--- src/rtl/fqg_pkg.sv ---
`timescale 1ns / 1ps

package fqg_pkg;

  // Configuration port geometry and register indexes.
  localparam int CFG_IDX_W  = 3;
  localparam int CFG_DATA_W = 17;

  localparam logic [CFG_IDX_W-1:0] REG_CLIP_LOW      = 3'd0;
  localparam logic [CFG_IDX_W-1:0] REG_CLIP_RANGE    = 3'd1;
  localparam logic [CFG_IDX_W-1:0] REG_LEVEL_COUNT   = 3'd2;
  localparam logic [CFG_IDX_W-1:0] REG_LOWEST_LEVEL  = 3'd3;
  localparam logic [CFG_IDX_W-1:0] REG_HIGHEST_LEVEL = 3'd4;
  localparam logic [CFG_IDX_W-1:0] REG_ASYM_MODE     = 3'd5;

  // Register reset values.
  localparam logic [15:0] RST_CLIP_LOW      = 16'h0000;
  localparam logic [15:0] RST_CLIP_RANGE    = 16'h0100;
  localparam logic [16:0] RST_LEVEL_COUNT   = 17'h00100;
  localparam logic [15:0] RST_LOWEST_LEVEL  = 16'hFF80;
  localparam logic [14:0] RST_HIGHEST_LEVEL = 15'h007F;

  // Fixed datapath widths that follow from the register widths.
  localparam int RANGE_W = 16;
  localparam int LVL_W   = 17;
  localparam int DEN_W   = 18;

  typedef struct packed {
    logic [15:0] clip_low;
    logic [15:0] clip_range;
    logic [16:0] level_count;
    logic [15:0] lowest_level;
    logic [14:0] highest_level;
    logic        asym_mode;
  } cfg_t;

  // Datapath operations issued by the controller, one per cycle while it is not waiting on the divider or the output.
  typedef enum logic [3:0] {
    OP_NONE,
    OP_LOAD,
    OP_MUL_LEVEL,
    OP_DIV_LEVEL,
    OP_TAKE_K,
    OP_MUL_KR,
    OP_DIV_Q,
    OP_TAKE_Q,
    OP_MUL_GRAD,
    OP_DIV_GRAD,
    OP_TAKE_RG,
    OP_COMMIT
  } op_t;

  typedef struct packed {
    op_t op;
  } cmd_t;

  typedef struct packed {
    logic div_done;
    logic out_free;
  } stat_t;

  typedef enum logic [3:0] {
    S_IDLE,
    S_MUL_LEVEL,
    S_DIV_LEVEL,
    S_WAIT_LEVEL,
    S_MUL_KR,
    S_DIV_Q,
    S_WAIT_Q,
    S_MUL_GRAD,
    S_DIV_GRAD,
    S_WAIT_GRAD,
    S_COMMIT
  } state_t;

endpackage

--- src/rtl/fake_quantize_with_gradients_unit.sv ---
`timescale 1ns / 1ps

// Fake quantizer with straight-through gradients in Q8.8. Each input beat
// carries an activation, its upstream gradient and a final-item flag; each
// yields one output beat with the quantized activation, the gradient passed
// back to the activation and, on the final item, the saturated range and
// lower-bound gradient totals (the accumulators then clear). Items are
// processed one at a time: an item is accepted only after the previous one has
// gone through three passes of a single one-bit-per-cycle divider (level index,
// level value, gradient rounding) and been committed. A finished beat waits in
// the output register while the next item is accepted. Configuration is
// written through cfg_we/cfg_index/cfg_wdata; the user must write it only while
// no item is in flight, since the block itself does not enforce it.
module fake_quantize_with_gradients_unit import fqg_pkg::*; #(
  parameter int DATA_WIDTH = 16,
  parameter int ACC_WIDTH  = 40
) (
  input  logic                         clk,
  input  logic                         rst_n,
  input  logic                         cfg_we,
  input  logic [CFG_IDX_W-1:0]         cfg_index,
  input  logic [CFG_DATA_W-1:0]        cfg_wdata,
  input  logic                         in_valid,
  output logic                         in_stall,
  input  logic signed [DATA_WIDTH-1:0] in_activation,
  input  logic signed [DATA_WIDTH-1:0] in_upstream_grad,
  input  logic                         in_final_item,
  output logic                         out_valid,
  input  logic                         out_stall,
  output logic signed [DATA_WIDTH-1:0] out_quantized_value,
  output logic signed [DATA_WIDTH-1:0] out_activation_grad,
  output logic signed [ACC_WIDTH-1:0]  out_range_grad_total,
  output logic signed [ACC_WIDTH-1:0]  out_low_grad_total,
  output logic                         out_totals_ready
);

  cfg_t  cfg;
  cmd_t  cmd;
  stat_t stat;

  fqg_cfg_regs u_cfg (
    .clk       (clk),
    .rst_n     (rst_n),
    .cfg_we    (cfg_we),
    .cfg_index (cfg_index),
    .cfg_wdata (cfg_wdata),
    .cfg       (cfg)
  );

  fqg_controller u_ctrl (
    .clk      (clk),
    .rst_n    (rst_n),
    .in_valid (in_valid),
    .in_stall (in_stall),
    .stat     (stat),
    .cmd      (cmd)
  );

  fqg_datapath #(
    .DATA_WIDTH (DATA_WIDTH),
    .ACC_WIDTH  (ACC_WIDTH)
  ) u_dp (
    .clk                  (clk),
    .rst_n                (rst_n),
    .cfg                  (cfg),
    .cmd                  (cmd),
    .stat                 (stat),
    .in_activation        (in_activation),
    .in_upstream_grad     (in_upstream_grad),
    .in_final_item        (in_final_item),
    .out_stall            (out_stall),
    .out_valid            (out_valid),
    .out_quantized_value  (out_quantized_value),
    .out_activation_grad  (out_activation_grad),
    .out_range_grad_total (out_range_grad_total),
    .out_low_grad_total   (out_low_grad_total),
    .out_totals_ready     (out_totals_ready)
  );

endmodule

--- src/rtl/fqg_cfg_regs.sv ---
`timescale 1ns / 1ps

module fqg_cfg_regs import fqg_pkg::*; (
  input  logic                  clk,
  input  logic                  rst_n,
  input  logic                  cfg_we,
  input  logic [CFG_IDX_W-1:0]  cfg_index,
  input  logic [CFG_DATA_W-1:0] cfg_wdata,
  output cfg_t                  cfg
);

  cfg_t cfg_r;

  // Register file; writes to unused indexes are dropped.
  always_ff @(posedge clk) begin
    if (!rst_n) begin
      cfg_r.clip_low      <= RST_CLIP_LOW;
      cfg_r.clip_range    <= RST_CLIP_RANGE;
      cfg_r.level_count   <= RST_LEVEL_COUNT;
      cfg_r.lowest_level  <= RST_LOWEST_LEVEL;
      cfg_r.highest_level <= RST_HIGHEST_LEVEL;
      cfg_r.asym_mode     <= 1'b0;
    end else if (cfg_we) begin
      case (cfg_index)
        REG_CLIP_LOW:      cfg_r.clip_low      <= cfg_wdata[15:0];
        REG_CLIP_RANGE:    cfg_r.clip_range    <= cfg_wdata[15:0];
        REG_LEVEL_COUNT:   cfg_r.level_count   <= cfg_wdata[16:0];
        REG_LOWEST_LEVEL:  cfg_r.lowest_level  <= cfg_wdata[15:0];
        REG_HIGHEST_LEVEL: cfg_r.highest_level <= cfg_wdata[14:0];
        REG_ASYM_MODE:     cfg_r.asym_mode     <= cfg_wdata[0];
        default: begin
        end
      endcase
    end
  end

  assign cfg = cfg_r;

endmodule

--- src/rtl/fqg_divider.sv ---
`timescale 1ns / 1ps

// Restoring unsigned divider, one quotient bit per cycle.
module fqg_divider #(
  parameter int NUM_W = 34,
  parameter int DEN_W = 18
) (
  input  logic             clk,
  input  logic             rst_n,
  input  logic             start,
  input  logic [NUM_W-1:0] num,
  input  logic [DEN_W-1:0] den,
  output logic             done,
  output logic [NUM_W-1:0] quo,
  output logic [DEN_W-1:0] rem
);

  localparam int CNT_W = $clog2(NUM_W + 1);

  logic [NUM_W-1:0] quo_r, quo_nxt;
  logic [DEN_W-1:0] rem_r, rem_nxt;
  logic [DEN_W-1:0] den_r, den_nxt;
  logic [CNT_W-1:0] cnt_r, cnt_nxt;
  logic             busy_r, busy_nxt;
  logic             done_r, done_nxt;

  logic [DEN_W:0]   shifted;
  logic [DEN_W:0]   diff;
  logic             ge;

  // One trial subtraction per cycle.
  always_comb begin
    shifted = {rem_r, quo_r[NUM_W-1]};
    diff    = shifted - {1'b0, den_r};
    ge      = shifted >= {1'b0, den_r};

    quo_nxt  = quo_r;
    rem_nxt  = rem_r;
    den_nxt  = den_r;
    cnt_nxt  = cnt_r;
    busy_nxt = busy_r;
    done_nxt = 1'b0;

    if (start) begin
      quo_nxt  = num;
      rem_nxt  = '0;
      den_nxt  = den;
      cnt_nxt  = CNT_W'(NUM_W);
      busy_nxt = 1'b1;
    end else if (busy_r) begin
      quo_nxt = {quo_r[NUM_W-2:0], ge};
      rem_nxt = ge ? diff[DEN_W-1:0] : shifted[DEN_W-1:0];
      cnt_nxt = cnt_r - 1'b1;
      if (cnt_r == CNT_W'(1)) begin
        busy_nxt = 1'b0;
        done_nxt = 1'b1;
      end
    end
  end

  always_ff @(posedge clk) begin
    if (!rst_n) begin
      busy_r <= 1'b0;
      done_r <= 1'b0;
      cnt_r  <= '0;
    end else begin
      busy_r <= busy_nxt;
      done_r <= done_nxt;
      cnt_r  <= cnt_nxt;
    end
  end

  always_ff @(posedge clk) begin
    quo_r <= quo_nxt;
    rem_r <= rem_nxt;
    den_r <= den_nxt;
  end

  assign done = done_r;
  assign quo  = quo_r;
  assign rem  = rem_r;

endmodule

--- src/rtl/fqg_datapath.sv ---
`timescale 1ns / 1ps

module fqg_datapath import fqg_pkg::*; #(
  parameter int DATA_WIDTH = 16,
  parameter int ACC_WIDTH  = 40
) (
  input  logic                         clk,
  input  logic                         rst_n,
  input  cfg_t                         cfg,
  input  cmd_t                         cmd,
  output stat_t                        stat,
  input  logic signed [DATA_WIDTH-1:0] in_activation,
  input  logic signed [DATA_WIDTH-1:0] in_upstream_grad,
  input  logic                         in_final_item,
  input  logic                         out_stall,
  output logic                         out_valid,
  output logic signed [DATA_WIDTH-1:0] out_quantized_value,
  output logic signed [DATA_WIDTH-1:0] out_activation_grad,
  output logic signed [ACC_WIDTH-1:0]  out_range_grad_total,
  output logic signed [ACC_WIDTH-1:0]  out_low_grad_total,
  output logic                         out_totals_ready
);

  // Compare width for activations against the clamp bounds.
  localparam int EW    = (DATA_WIDTH > 18 ? DATA_WIDTH : 18) + 1;
  // Multiplier operands and product; the product also sizes the divider.
  localparam int MA_W  = (DATA_WIDTH > LVL_W ? DATA_WIDTH : LVL_W);
  localparam int PW    = MA_W + LVL_W;
  localparam int RG_W  = PW + 1;
  localparam int SUM_W = (ACC_WIDTH > RG_W ? ACC_WIDTH : RG_W) + 1;

  localparam logic signed [SUM_W-1:0] ACC_MAX =
    {{(SUM_W-ACC_WIDTH+1){1'b0}}, {(ACC_WIDTH-1){1'b1}}};
  localparam logic signed [SUM_W-1:0] ACC_MIN =
    {{(SUM_W-ACC_WIDTH+1){1'b1}}, {(ACC_WIDTH-1){1'b0}}};
  localparam logic signed [EW-1:0] Q_MAX =
    {{(EW-DATA_WIDTH+1){1'b0}}, {(DATA_WIDTH-1){1'b1}}};
  localparam logic signed [EW-1:0] Q_MIN =
    {{(EW-DATA_WIDTH+1){1'b1}}, {(DATA_WIDTH-1){1'b0}}};

  // Item and intermediate registers.
  logic signed [DATA_WIDTH-1:0] a_r, g_r;
  logic                         last_r;
  logic [PW-1:0]                prod_r;
  logic [LVL_W-1:0]             k_r;
  logic signed [EW-1:0]         q_r;
  logic signed [RG_W-1:0]       rg_r;
  logic                         gsign_r;
  logic signed [ACC_WIDTH-1:0]  acc_rg_r, acc_lg_r;

  // Result registers.
  logic                         out_valid_r;
  logic signed [DATA_WIDTH-1:0] out_q_r, out_ag_r;
  logic signed [ACC_WIDTH-1:0]  out_rgt_r, out_lgt_r;
  logic                         out_tr_r;

  // Effective configuration.
  logic [RANGE_W-1:0]   r_val;
  logic [LVL_W-1:0]     n_val;
  logic [14:0]          hl_val;
  logic signed [EW-1:0] lo_ext, hi_ext, a_ext, c_ext, d_ext;
  logic                 below, above, act_in_range;

  logic signed [EW-1:0] qd;
  logic                 qd_neg;
  logic [EW-1:0]        qd_abs;
  logic                 g_neg, lw_neg;
  logic [DATA_WIDTH-1:0] g_mag;
  logic [15:0]          lw_mag;
  logic [LVL_W-1:0]     grad_b;
  logic [RANGE_W-1:0]   grad_den;
  logic                 grad_sign;

  logic [MA_W-1:0]      mul_a;
  logic [LVL_W-1:0]     mul_b;
  logic [PW-1:0]        mul_p;

  logic                 div_start;
  logic [PW-1:0]        div_num;
  logic [DEN_W-1:0]     div_den;
  logic                 div_done;
  logic [PW-1:0]        div_quo;
  logic [DEN_W-1:0]     div_rem;

  logic [LVL_W-1:0]     rem2, r17;
  logic                 round_up;
  logic [RG_W-1:0]      rg_mag;

  logic signed [SUM_W-1:0] rg_sum, lg_sum, lg_ext;
  logic signed [ACC_WIDTH-1:0] rg_sat, lg_sat;
  logic signed [DATA_WIDTH-1:0] q_sat;

  function automatic logic signed [ACC_WIDTH-1:0] sat_acc(input logic signed [SUM_W-1:0] v);
    logic signed [ACC_WIDTH-1:0] res;
    if (v > ACC_MAX) begin
      res = ACC_MAX[ACC_WIDTH-1:0];
    end else if (v < ACC_MIN) begin
      res = ACC_MIN[ACC_WIDTH-1:0];
    end else begin
      res = v[ACC_WIDTH-1:0];
    end
    return res;
  endfunction

  // Degenerate settings map onto their nearest legal values.
  always_comb begin
    r_val  = (cfg.clip_range == '0) ? RANGE_W'(1) : cfg.clip_range;
    n_val  = (cfg.level_count < LVL_W'(2)) ? LVL_W'(1) : cfg.level_count - 1'b1;
    hl_val = (cfg.highest_level == '0) ? 15'd1 : cfg.highest_level;
  end

  // Clamp and range classification of the held activation.
  always_comb begin
    lo_ext = EW'(signed'(cfg.clip_low));
    hi_ext = lo_ext + signed'(EW'(r_val));
    a_ext  = EW'(a_r);
    below  = a_ext < lo_ext;
    above  = a_ext > hi_ext;
    act_in_range = !below && !above;
    c_ext  = below ? lo_ext : (above ? hi_ext : a_ext);
    d_ext  = c_ext - lo_ext;
  end

  // Operands of the gradient product and its divisor.
  always_comb begin
    qd      = q_r - a_ext;
    qd_neg  = qd[EW-1];
    qd_abs  = qd_neg ? EW'(-qd) : EW'(qd);
    g_neg   = g_r[DATA_WIDTH-1];
    g_mag   = g_neg ? DATA_WIDTH'(-g_r) : DATA_WIDTH'(g_r);
    lw_neg  = cfg.lowest_level[15];
    lw_mag  = lw_neg ? 16'(~cfg.lowest_level + 1'b1) : cfg.lowest_level;
    if (above) begin
      grad_b    = LVL_W'(1);
      grad_den  = RANGE_W'(1);
      grad_sign = g_neg;
    end else if (below) begin
      grad_b    = {1'b0, lw_mag};
      grad_den  = {1'b0, hl_val};
      grad_sign = g_neg ^ lw_neg;
    end else begin
      grad_b    = {1'b0, qd_abs[15:0]};
      grad_den  = r_val;
      grad_sign = g_neg ^ qd_neg;
    end
  end

  // Shared multiplier; its product is registered before any use.
  always_comb begin
    case (cmd.op)
      OP_MUL_LEVEL: begin
        mul_a = MA_W'(d_ext[15:0]);
        mul_b = n_val;
      end
      OP_MUL_KR: begin
        mul_a = MA_W'(k_r);
        mul_b = {1'b0, r_val};
      end
      default: begin
        mul_a = MA_W'(g_mag);
        mul_b = grad_b;
      end
    endcase
    mul_p = PW'(mul_a) * PW'(mul_b);
  end

  // Divider operands: level index, level value, then gradient rounding.
  always_comb begin
    div_start = 1'b0;
    div_num   = prod_r;
    div_den   = DEN_W'(r_val);
    case (cmd.op)
      OP_DIV_LEVEL: begin
        div_start = 1'b1;
      end
      OP_DIV_Q: begin
        div_start = 1'b1;
        div_num   = {prod_r[PW-2:0], 1'b0} + PW'(n_val);
        div_den   = {n_val, 1'b0};
      end
      OP_DIV_GRAD: begin
        div_start = 1'b1;
        div_num   = {prod_r[PW-2:0], 1'b0} + PW'(grad_den);
        div_den   = DEN_W'({grad_den, 1'b0});
      end
      default: begin
      end
    endcase
  end

  fqg_divider #(
    .NUM_W (PW),
    .DEN_W (DEN_W)
  ) u_div (
    .clk   (clk),
    .rst_n (rst_n),
    .start (div_start),
    .num   (div_num),
    .den   (div_den),
    .done  (div_done),
    .quo   (div_quo),
    .rem   (div_rem)
  );

  // Rounding of quotients: ties to even for the level index.
  always_comb begin
    rem2     = {div_rem[15:0], 1'b0};
    r17      = {1'b0, r_val};
    round_up = (rem2 > r17) || ((rem2 == r17) && div_quo[0]);
    rg_mag   = RG_W'(div_quo);
  end

  // Saturating totals and the clipped quantized value.
  always_comb begin
    lg_ext = (!act_in_range && cfg.asym_mode) ? SUM_W'(g_r) : '0;
    rg_sum = SUM_W'(acc_rg_r) + SUM_W'(rg_r);
    lg_sum = SUM_W'(acc_lg_r) + lg_ext;
    rg_sat = sat_acc(rg_sum);
    lg_sat = sat_acc(lg_sum);
    if (q_r > Q_MAX) begin
      q_sat = Q_MAX[DATA_WIDTH-1:0];
    end else if (q_r < Q_MIN) begin
      q_sat = Q_MIN[DATA_WIDTH-1:0];
    end else begin
      q_sat = q_r[DATA_WIDTH-1:0];
    end
  end

  // Working registers, loaded as the controller steps through an item.
  always_ff @(posedge clk) begin
    case (cmd.op)
      OP_LOAD: begin
        a_r    <= in_activation;
        g_r    <= in_upstream_grad;
        last_r <= in_final_item;
      end
      OP_MUL_LEVEL, OP_MUL_KR: begin
        prod_r <= mul_p;
      end
      OP_MUL_GRAD: begin
        prod_r  <= mul_p;
        gsign_r <= grad_sign;
      end
      OP_TAKE_K: begin
        k_r <= div_quo[LVL_W-1:0] + LVL_W'(round_up);
      end
      OP_TAKE_Q: begin
        q_r <= lo_ext + signed'(EW'(div_quo[LVL_W-1:0]));
      end
      OP_TAKE_RG: begin
        rg_r <= gsign_r ? -signed'(rg_mag) : signed'(rg_mag);
      end
      default: begin
      end
    endcase
  end

  // Accumulators, cleared after the final item of a tensor.
  always_ff @(posedge clk) begin
    if (!rst_n) begin
      acc_rg_r <= '0;
      acc_lg_r <= '0;
    end else if (cmd.op == OP_COMMIT) begin
      if (last_r) begin
        acc_rg_r <= '0;
        acc_lg_r <= '0;
      end else begin
        acc_rg_r <= rg_sat;
        acc_lg_r <= lg_sat;
      end
    end
  end

  // Output register; a beat is held until the consumer takes it.
  always_ff @(posedge clk) begin
    if (!rst_n) begin
      out_valid_r <= 1'b0;
    end else if (cmd.op == OP_COMMIT) begin
      out_valid_r <= 1'b1;
    end else if (!out_stall) begin
      out_valid_r <= 1'b0;
    end
  end

  always_ff @(posedge clk) begin
    if (cmd.op == OP_COMMIT) begin
      out_q_r   <= q_sat;
      out_ag_r  <= act_in_range ? g_r : '0;
      out_rgt_r <= last_r ? rg_sat : '0;
      out_lgt_r <= last_r ? lg_sat : '0;
      out_tr_r  <= last_r;
    end
  end

  assign stat.div_done = div_done;
  assign stat.out_free = !out_valid_r || !out_stall;

  assign out_valid            = out_valid_r;
  assign out_quantized_value  = out_q_r;
  assign out_activation_grad  = out_ag_r;
  assign out_range_grad_total = out_rgt_r;
  assign out_low_grad_total   = out_lgt_r;
  assign out_totals_ready     = out_tr_r;

endmodule

--- src/rtl/fqg_controller.sv ---
`timescale 1ns / 1ps

module fqg_controller import fqg_pkg::*; (
  input  logic  clk,
  input  logic  rst_n,
  input  logic  in_valid,
  output logic  in_stall,
  input  stat_t stat,
  output cmd_t  cmd
);

  state_t state_r, state_nxt;

  always_ff @(posedge clk) begin
    if (!rst_n) begin
      state_r <= S_IDLE;
    end else begin
      state_r <= state_nxt;
    end
  end

  // Sequence: level index, level value, gradient, then commit the result.
  always_comb begin
    state_nxt = state_r;
    cmd.op    = OP_NONE;
    in_stall  = 1'b1;
    case (state_r)
      S_IDLE: begin
        in_stall = 1'b0;
        if (in_valid) begin
          cmd.op    = OP_LOAD;
          state_nxt = S_MUL_LEVEL;
        end
      end
      S_MUL_LEVEL: begin
        cmd.op    = OP_MUL_LEVEL;
        state_nxt = S_DIV_LEVEL;
      end
      S_DIV_LEVEL: begin
        cmd.op    = OP_DIV_LEVEL;
        state_nxt = S_WAIT_LEVEL;
      end
      S_WAIT_LEVEL: begin
        if (stat.div_done) begin
          cmd.op    = OP_TAKE_K;
          state_nxt = S_MUL_KR;
        end
      end
      S_MUL_KR: begin
        cmd.op    = OP_MUL_KR;
        state_nxt = S_DIV_Q;
      end
      S_DIV_Q: begin
        cmd.op    = OP_DIV_Q;
        state_nxt = S_WAIT_Q;
      end
      S_WAIT_Q: begin
        if (stat.div_done) begin
          cmd.op    = OP_TAKE_Q;
          state_nxt = S_MUL_GRAD;
        end
      end
      S_MUL_GRAD: begin
        cmd.op    = OP_MUL_GRAD;
        state_nxt = S_DIV_GRAD;
      end
      S_DIV_GRAD: begin
        cmd.op    = OP_DIV_GRAD;
        state_nxt = S_WAIT_GRAD;
      end
      S_WAIT_GRAD: begin
        if (stat.div_done) begin
          cmd.op    = OP_TAKE_RG;
          state_nxt = S_COMMIT;
        end
      end
      S_COMMIT: begin
        if (stat.out_free) begin
          cmd.op    = OP_COMMIT;
          state_nxt = S_IDLE;
        end
      end
      default: begin
        state_nxt = S_IDLE;
      end
    endcase
  end

endmodule

--- config.mk ---
export PLATFORM = sky130hd
export DESIGN_NAME = fake_quantize_with_gradients_unit
export DESIGN_NICKNAME = d
export VERILOG_FILES = /design/src/rtl/fqg_pkg.sv /design/src/rtl/fake_quantize_with_gradients_unit.sv /design/src/rtl/fqg_cfg_regs.sv /design/src/rtl/fqg_divider.sv /design/src/rtl/fqg_datapath.sv /design/src/rtl/fqg_controller.sv
export SDC_FILE = /design/constraint.sdc
export NUM_CORES = 2
export LEC_CHECK = 0
export BUFFER_PORTS_ARGS = -buffer_cell sky130_fd_sc_hd__buf_2
export CAP_MARGIN = 20
export CORE_ASPECT_RATIO = 1.75
export CORE_MARGIN = 10
export CORE_UTILIZATION = 38
export CTS_CLUSTER_SIZE = 30
export DETAILED_ROUTE_END_ITERATION = 7
export GPL_TIMING_DRIVEN = 0
export SLEW_MARGIN = 40
export SYNTH_ARGS = -nofsm -noshare
export SYNTH_HDL_FRONTEND = slang
export SYNTH_HIERARCHICAL = 1
export SYNTH_SLANG_ARGS = --single-unit
export TNS_END_PERCENT = 5
--- constraint.sdc ---
create_clock -name clk -period 28.3 [get_ports clk]
set_clock_uncertainty 0.2 [all_clocks]
set_input_delay 1.415 -clock clk [delete_from_list [all_inputs] [get_ports clk]]
set_output_delay 1.415 -clock clk [all_outputs]
set_load 0.005 [all_outputs]
### Word level (Yosys, flattened, before mapping)

Index checks and enable logic that the tools add are counted.
W data, S select, Z words.

* flip-flop bits (word level): 496
* input bits: 58
* output and inout port bits: 115

* add/subtract/negate cells: 16
* multipliers: 1
* magnitude comparators: 11
* equal/unequal tests: 34
* muxes and demuxes: 52
* bitwise gates (word level): 5
* reduce and logical (&&, ||, !) cells: 26

Operators by type and width (count)
* $mux W40: 6
* $mux W16: 10
* $mux W34: 3
* $pmux W4 S11: 2
* $gt A41 B40 Y1 const B: 2
* $lt A41 B40 Y1 const B: 2
* $pmux W17 S2: 2
* $pmux W34 S2: 1
* $add A40 B35 Y41: 1
* $add A40 B41 Y41: 1
* $mux W41: 1
* $pmux W18 S2: 1
* $neg A34 Y35: 1
* $add A34 B16 Y34: 1
* $add A34 B17 Y34: 1
* $mul A17 B17 Y34: 1
* $mux W17: 2
* $eq A4 B3 Y1 const B: 8
* $neg A16 Y16: 2
* $eq A4 B4 Y1 const B: 7
* $mux W4: 7
* $add A16 B18 Y19: 1
* $ge A19 B18 Y1: 1
* $gt A19 B16 Y1 const B: 1
* other kinds (42): 80

### Depth between registers and ports, before layout

* word-level depth: 14
* depth in mapped cells: 61

### Cells and area by module

Netlist, hierarchy kept.

By module, submodules not included
* fqg_datapath: times used 1, cells each 3881, area an instance 34765.8 sq um
* fqg_divider: times used 1, cells each 364, area an instance 4167.7 sq um
* fqg_cfg_regs: times used 1, cells each 306, area an instance 3143.0 sq um
* fqg_controller: times used 1, cells each 59, area an instance 419.2 sq um

### Least setup slack after synthesis

Ideal clock, no wire load.

* kind: flip-flop to flip-flop
* from: register u_cfg.cfg_r, in the netlist u_cfg/cfg[58]
* to: register u_dp.prod_r[32] (data pin)
* setup time: 135 ps
* arrival time: 13105 ps
* data required time: 27965 ps
* slack: 14860 ps
* cell stages (with the launch flop): 58
* period minus slack after synthesis: 13440 ps
* cells stage by stage: dfxtp_1 nor4_1 a41oi_1 inv_1 ha_1 fa_1 a21o_1 a21oi_1 o21ai_0 a21oi_1 o21bai_1 a2111oi_0 o31ai_1 a21oi_1 o21bai_1 xnor2_1 ha_1 a2111oi_2 [... 22 more ...] fa_1 inv_1 fa_1 fa_1 inv_1 fa_1 inv_1 ha_1 and3_1 and2_1 a21oi_1 nand2_1 a31oi_1 o21ai_0 a41oi_1 o21ai_0 a211o_1 nand3_1

* longest elaborated chain between the ends: 9

RTL lines
* from (decl): RTL line fqg_cfg_regs.sv:12 `cfg_t cfg_r;`
* $logic_not A16 Y1: RTL line fqg_datapath.sv:107 `r_val = (cfg.clip_range == '0) ? RANGE_W'(1) : cfg.clip_range;`
* $mux W16 (*): RTL line fqg_datapath.sv:107
* $add A16 B17 Y18: RTL line fqg_datapath.sv:115 `hi_ext = lo_ext + signed'(EW'(r_val));`
* $gt A16 B18 Y1: RTL line fqg_datapath.sv:118 `above = a_ext > hi_ext;`
* $mux W16 (2 in series): RTL line fqg_datapath.sv:120 `c_ext = below ? lo_ext : (above ? hi_ext : a_ext);`
* $sub A16 B16 Y16: RTL line fqg_datapath.sv:121 `d_ext = c_ext - lo_ext;`
* $pmux W17 S2: RTL line fqg_datapath.sv:150 `case (cmd.op)`
* $mul A17 B17 Y34 (*): RTL line fqg_datapath.sv:164 `mul_p = PW'(mul_a) * PW'(mul_b);`
* net u_dp.mul_p[32]: RTL line fqg_datapath.sv:76 `logic [PW-1:0] mul_p;`
* to (signal assigned): RTL line fqg_datapath.sv:238 `prod_r <= mul_p;`
* to (signal assigned): RTL line fqg_datapath.sv:241 `prod_r <= mul_p;`
* to (decl): RTL line fqg_datapath.sv:44 `logic [PW-1:0] prod_r;`

Mark *: on every way through the listed nets, which the timed path passes. The rest lies on a longest branch.
A chain may end at the register's enable or synchronous reset.

### Worst setup path in the final report

* from: register u_cfg.cfg_r, in the netlist u_cfg/cfg[58]
* to: register u_dp.prod_r[33] (data pin)

Same word-level chain as after synthesis.

==> summary.txt <==
Run status
  – Status: finished clean

Logic synthesis
  – Post-synthesis compound-gate area fraction: 0.1704
  – Xor and xnor area share after synthesis: 0.05971
  – Post-Synth Adder-Cell Area: 0.2122
  – Mapped Area: ~42,000 sq um
  – Post-synth top area share: 0.2148
  – FFs w/ async S/R, synth: 0
  – Post-synthesis cell type count: about 120
  – YS warnings: 6
  – Synth area leader: edfxtp_1
  – Syn nets: 5,247
  – Flops & latches, synth: 496
  – Post-synthesis mux area share: 0.03610
  – Synth top area cells: edfxtp_1, fa_1, ha_1
  – Number of synthesized flops with an enable pin: 304
  – Main combinational cell family by area after synthesis: adder cells
  – Register area share after synthesis: 0.3053
  – Syn avg cell area: 9.218 sq um
  – Post-synthesis simple-gate area fraction: 0.1541
  – Post-synthesis cell count: 4,610
  – Synth Flop Type: edfxtp_1

Global route
  – Pin count of the biggest net entering global routing: just under 60
  – Total congestion overflow: 0
  – Tot GR Track Use: 0.2416
  – Vias in the first global route: approximately 37k
  – First-pass GRT wire length: 230,500 um
  – Initial antenna violation count: 2

STA
  – Fin crit share: 0.6327
  – Final setup violation count: 0
  – Final Hold Violating Endpoints: 0
  – Final setup TNS: 0 ps
  – RSZ-0062 raised after global routing: no
  – Slew Limit Fails: 0
  – Slew of the pin with the lowest slew margin: approximately 950 ps
  – Achievable clock frequency: 55.85 MHz
  – Rel. slew slack: 0.3667
  – Final worst path period need: 17,910 ps

Floorplanning
  – Num rows: 162
  – Die Footprint: 126,100 sq um
  – Initial core utilization: 0.3819
  – I/O pin count: 173
  – Core area: 111,300 sq um
  – Die height: 462.4 um
  – Die X-Extent: 272.8 um

Setup path
  – Startpoint Class: register
  – Maximum fanout along the worst path: 10
  – RR Endpoint: u_dp/prod_r[33]$_DFFE_PP_
  – Worst Reg-to-Reg Cells: 55
  – Data required time of the worst path: 28,490 ps
  – CP max stage cell: dfxtp_1
  – Worst R2R Start: u_cfg/cfg[58]$_SDFFE_PN0P_
  – WP buf/inv: 7
  – Cell family with most CP delay: compound AO/OA/AOI/OAI gates
  – Crit Path Category: register to register
  – Worst Path Arrival: about 18,000 ps
  – R2r setup slk: 10,390 ps
  – CP dominant cell by count: a21oi_1
  – Critical Path Max Stage Delay: 670 ps
  – Crit path capture type: register

Layout
  – Fin nets: 5,492
  – Fillers: roughly 11k
  – Share of layout cells above drive strength 1: 0.1019
  – Area added between synthesis and finish: 11.87%

Clock network
  – Clk buf depth: 3
  – CTS Sinks: about 500
  – Root Buffer: clkbuf_16
  – Clock transition at the registers of the reported paths: 70 ps
  – Clk Latency, worst-skew pair: 670 ps
  – CTS tree: done
  – # Post-CTS Setup Buffers: 0
  – Hold_buf cts: 0
  – H-tree levels: 2
  – TritonCTS Buffers: 50
  – CTS-repair resized insts: 0

Hold path
  – Hold Crit Depth: 2
  – Min-Delay Endpoint: u_dp/acc_lg_r[23]$_SDFFE_PN0P_
  – Hold crit path type: register to register
  – Hold_sp: u_dp/acc_lg_r[23]$_SDFFE_PN0P_

Drt
  – DR iter-0 viols: 2,389
  – Final wirelength: 155,300 um
  – Wirelength per Cell: 24.36 um
  – DR pass1 iterations: 6
  – DR DRC count: 0
  – Detailed-route via count: 36.17k
  – Drt via density: 5.675
  – ANT nets after route: 0

Run
  – Max Cap Viol: 0

Placed design
  – Placed wire-length estimate: 127,000 um
  – Number of I/O port buffers: 172
  – GPL Wtd Cong: 1.007
-- sequential cells by signal, indices dropped and copies added (netlist names), 4 cells and up --
| register | cells |
|---|---|
| u_cfg/cfg | 81 |
| u_dp/acc_lg_r | 40 |
| u_dp/acc_rg_r | 40 |
| u_dp/out_low_grad_total | 40 |
| u_dp/out_range_grad_total | 40 |
| u_dp/rg_r | 35 |
| u_dp/prod_r | 34 |
| u_dp/u_div/quo | 34 |
| u_dp/q_r | 19 |
| u_dp/u_div/den_r | 18 |
| u_dp/u_div/rem | 18 |
| u_dp/k_r | 17 |
| u_dp/a_r | 16 |
| u_dp/g_r | 16 |
| u_dp/out_activation_grad | 16 |
| u_dp/out_quantized_value | 16 |
| u_dp/u_div/cnt_r | 6 |
| u_ctrl/state_r | 4 |
-- layer usage --
metal | GRT usage | wire, um
met5 | 0 | 0
met4 | 0.2029 | 15730
met3 | 0.03488 | 7499
met2 | 0.4406 | 79120
met1 | 0.2366 | 52930
-- layout make-up --
type	instances	area, sq um	area share
multi-input combinational	3448	27190	0.5720
sequential	496	12970	0.2729
clock buffer	59	1328	0.02792
inverter	451	1700	0.03577
tap	1476	1847	0.03885
buffer	215	958.4	0.02016
antenna	2	5.005	0.0001053
clock inverter	34	465.4	0.009791
timing repair buffer	193	1072	0.02256
-- worst min-delay path, stage by stage (launching register included) --
cell and delay (ps):
dfxtp_1 330, nand2_1 50, o21ai_0 60
-- cells in the mapped netlist (63+ instances only) --
| master | instances |
|---|---|
| mux2i_1 | 115 |
| a21o_1 | 106 |
| nor3_1 | 68 |
| xnor2_1 | 187 |
| nor2b_1 | 71 |
| o21ai_0 | 251 |
| xor2_1 | 99 |
| dfxtp_1 | 192 |
| fa_1 | 232 |
| nor2_1 | 359 |
| edfxtp_1 | 304 |
| inv_1 | 449 |
| ha_1 | 347 |
| nand3_1 | 63 |
| clkbuf_1 | 149 |
| a21oi_1 | 223 |
| nand2_1 | 457 |
-- stage by stage --
step           worst slack, ps  std cells  area (sq um)  hold WS, ps    util
2_1_floorplan            14860       4610         42500        224.4       -
3_3_place_gp             10200       6258         45200        242.7  0.4062
3_5_place_dp             10820       6278         45710        253.2  0.4107
4_1_cts                  10730       6371         47500        270.6  0.4268
5_1_grt                   9539       6373         47540        283.0  0.4272
6_report                 10390       6374         47540        268.0  0.4272
-- kinds of logic after synthesis --
family	after synthesis
AOI/OAI and AO/OA	1062
xor gates and xnor gates	288
adders and majority gates	582
buffers and inverters	666
DFF	496
muxes	149
other	1
and+or+nand+nor	1366
-- how the worst max path moves through the flow --
stage,endpoint,cells past startpoint,from,slack [ps]
6_report,u_dp/prod_r[33]$_DFFE_PP_,55,u_cfg/cfg[58]$_SDFFE_PN0P_,10390
5_1_grt,u_dp/prod_r[33]$_DFFE_PP_,55,u_cfg/cfg[58]$_SDFFE_PN0P_,9540
4_1_cts,u_dp/prod_r[33]$_DFFE_PP_,55,u_cfg/cfg[55]$_SDFFE_PN0P_,10730
3_5_place_dp,u_dp/prod_r[33]$_DFFE_PP_,55,u_cfg/cfg[55]$_SDFFE_PN0P_,10820
3_3_place_gp,u_dp/prod_r[33]$_DFFE_PP_,55,u_cfg/cfg[55]$_SDFFE_PN0P_,10200
2_1_floorplan,u_dp/prod_r[32]$_DFFE_PP_,57,u_cfg/cfg[58]$_SDFFE_PN0P_,14860
-- layout by cell type (no fill, tap or decap), drive strengths merged, types with 19 or more instances in the layout --
master and count:
ha 347, clkbuf 210, nor2b 71, dfxtp 192, o31ai 40, nor4 23, nor2 360, buf 257
or2 30, nand2b 49, or4 19, a22oi 20, a221o 49, or3 22, a21oi 225, and2 57
nand4 37, a31oi 26, o2111ai 29, xor2 100, fa 232, nand2 459, mux2i 115, edfxtp 304
o21ai 266, inv 464, nand3 63, and3 56, a21o 107, o21a 52, a211oi 39, nor3 68
xnor2 188, o221ai 25, mux2 34, o21bai 29
Power is not shown: default switching activity piles up to over one toggle a cycle in this logic, so the estimate is an artifact.
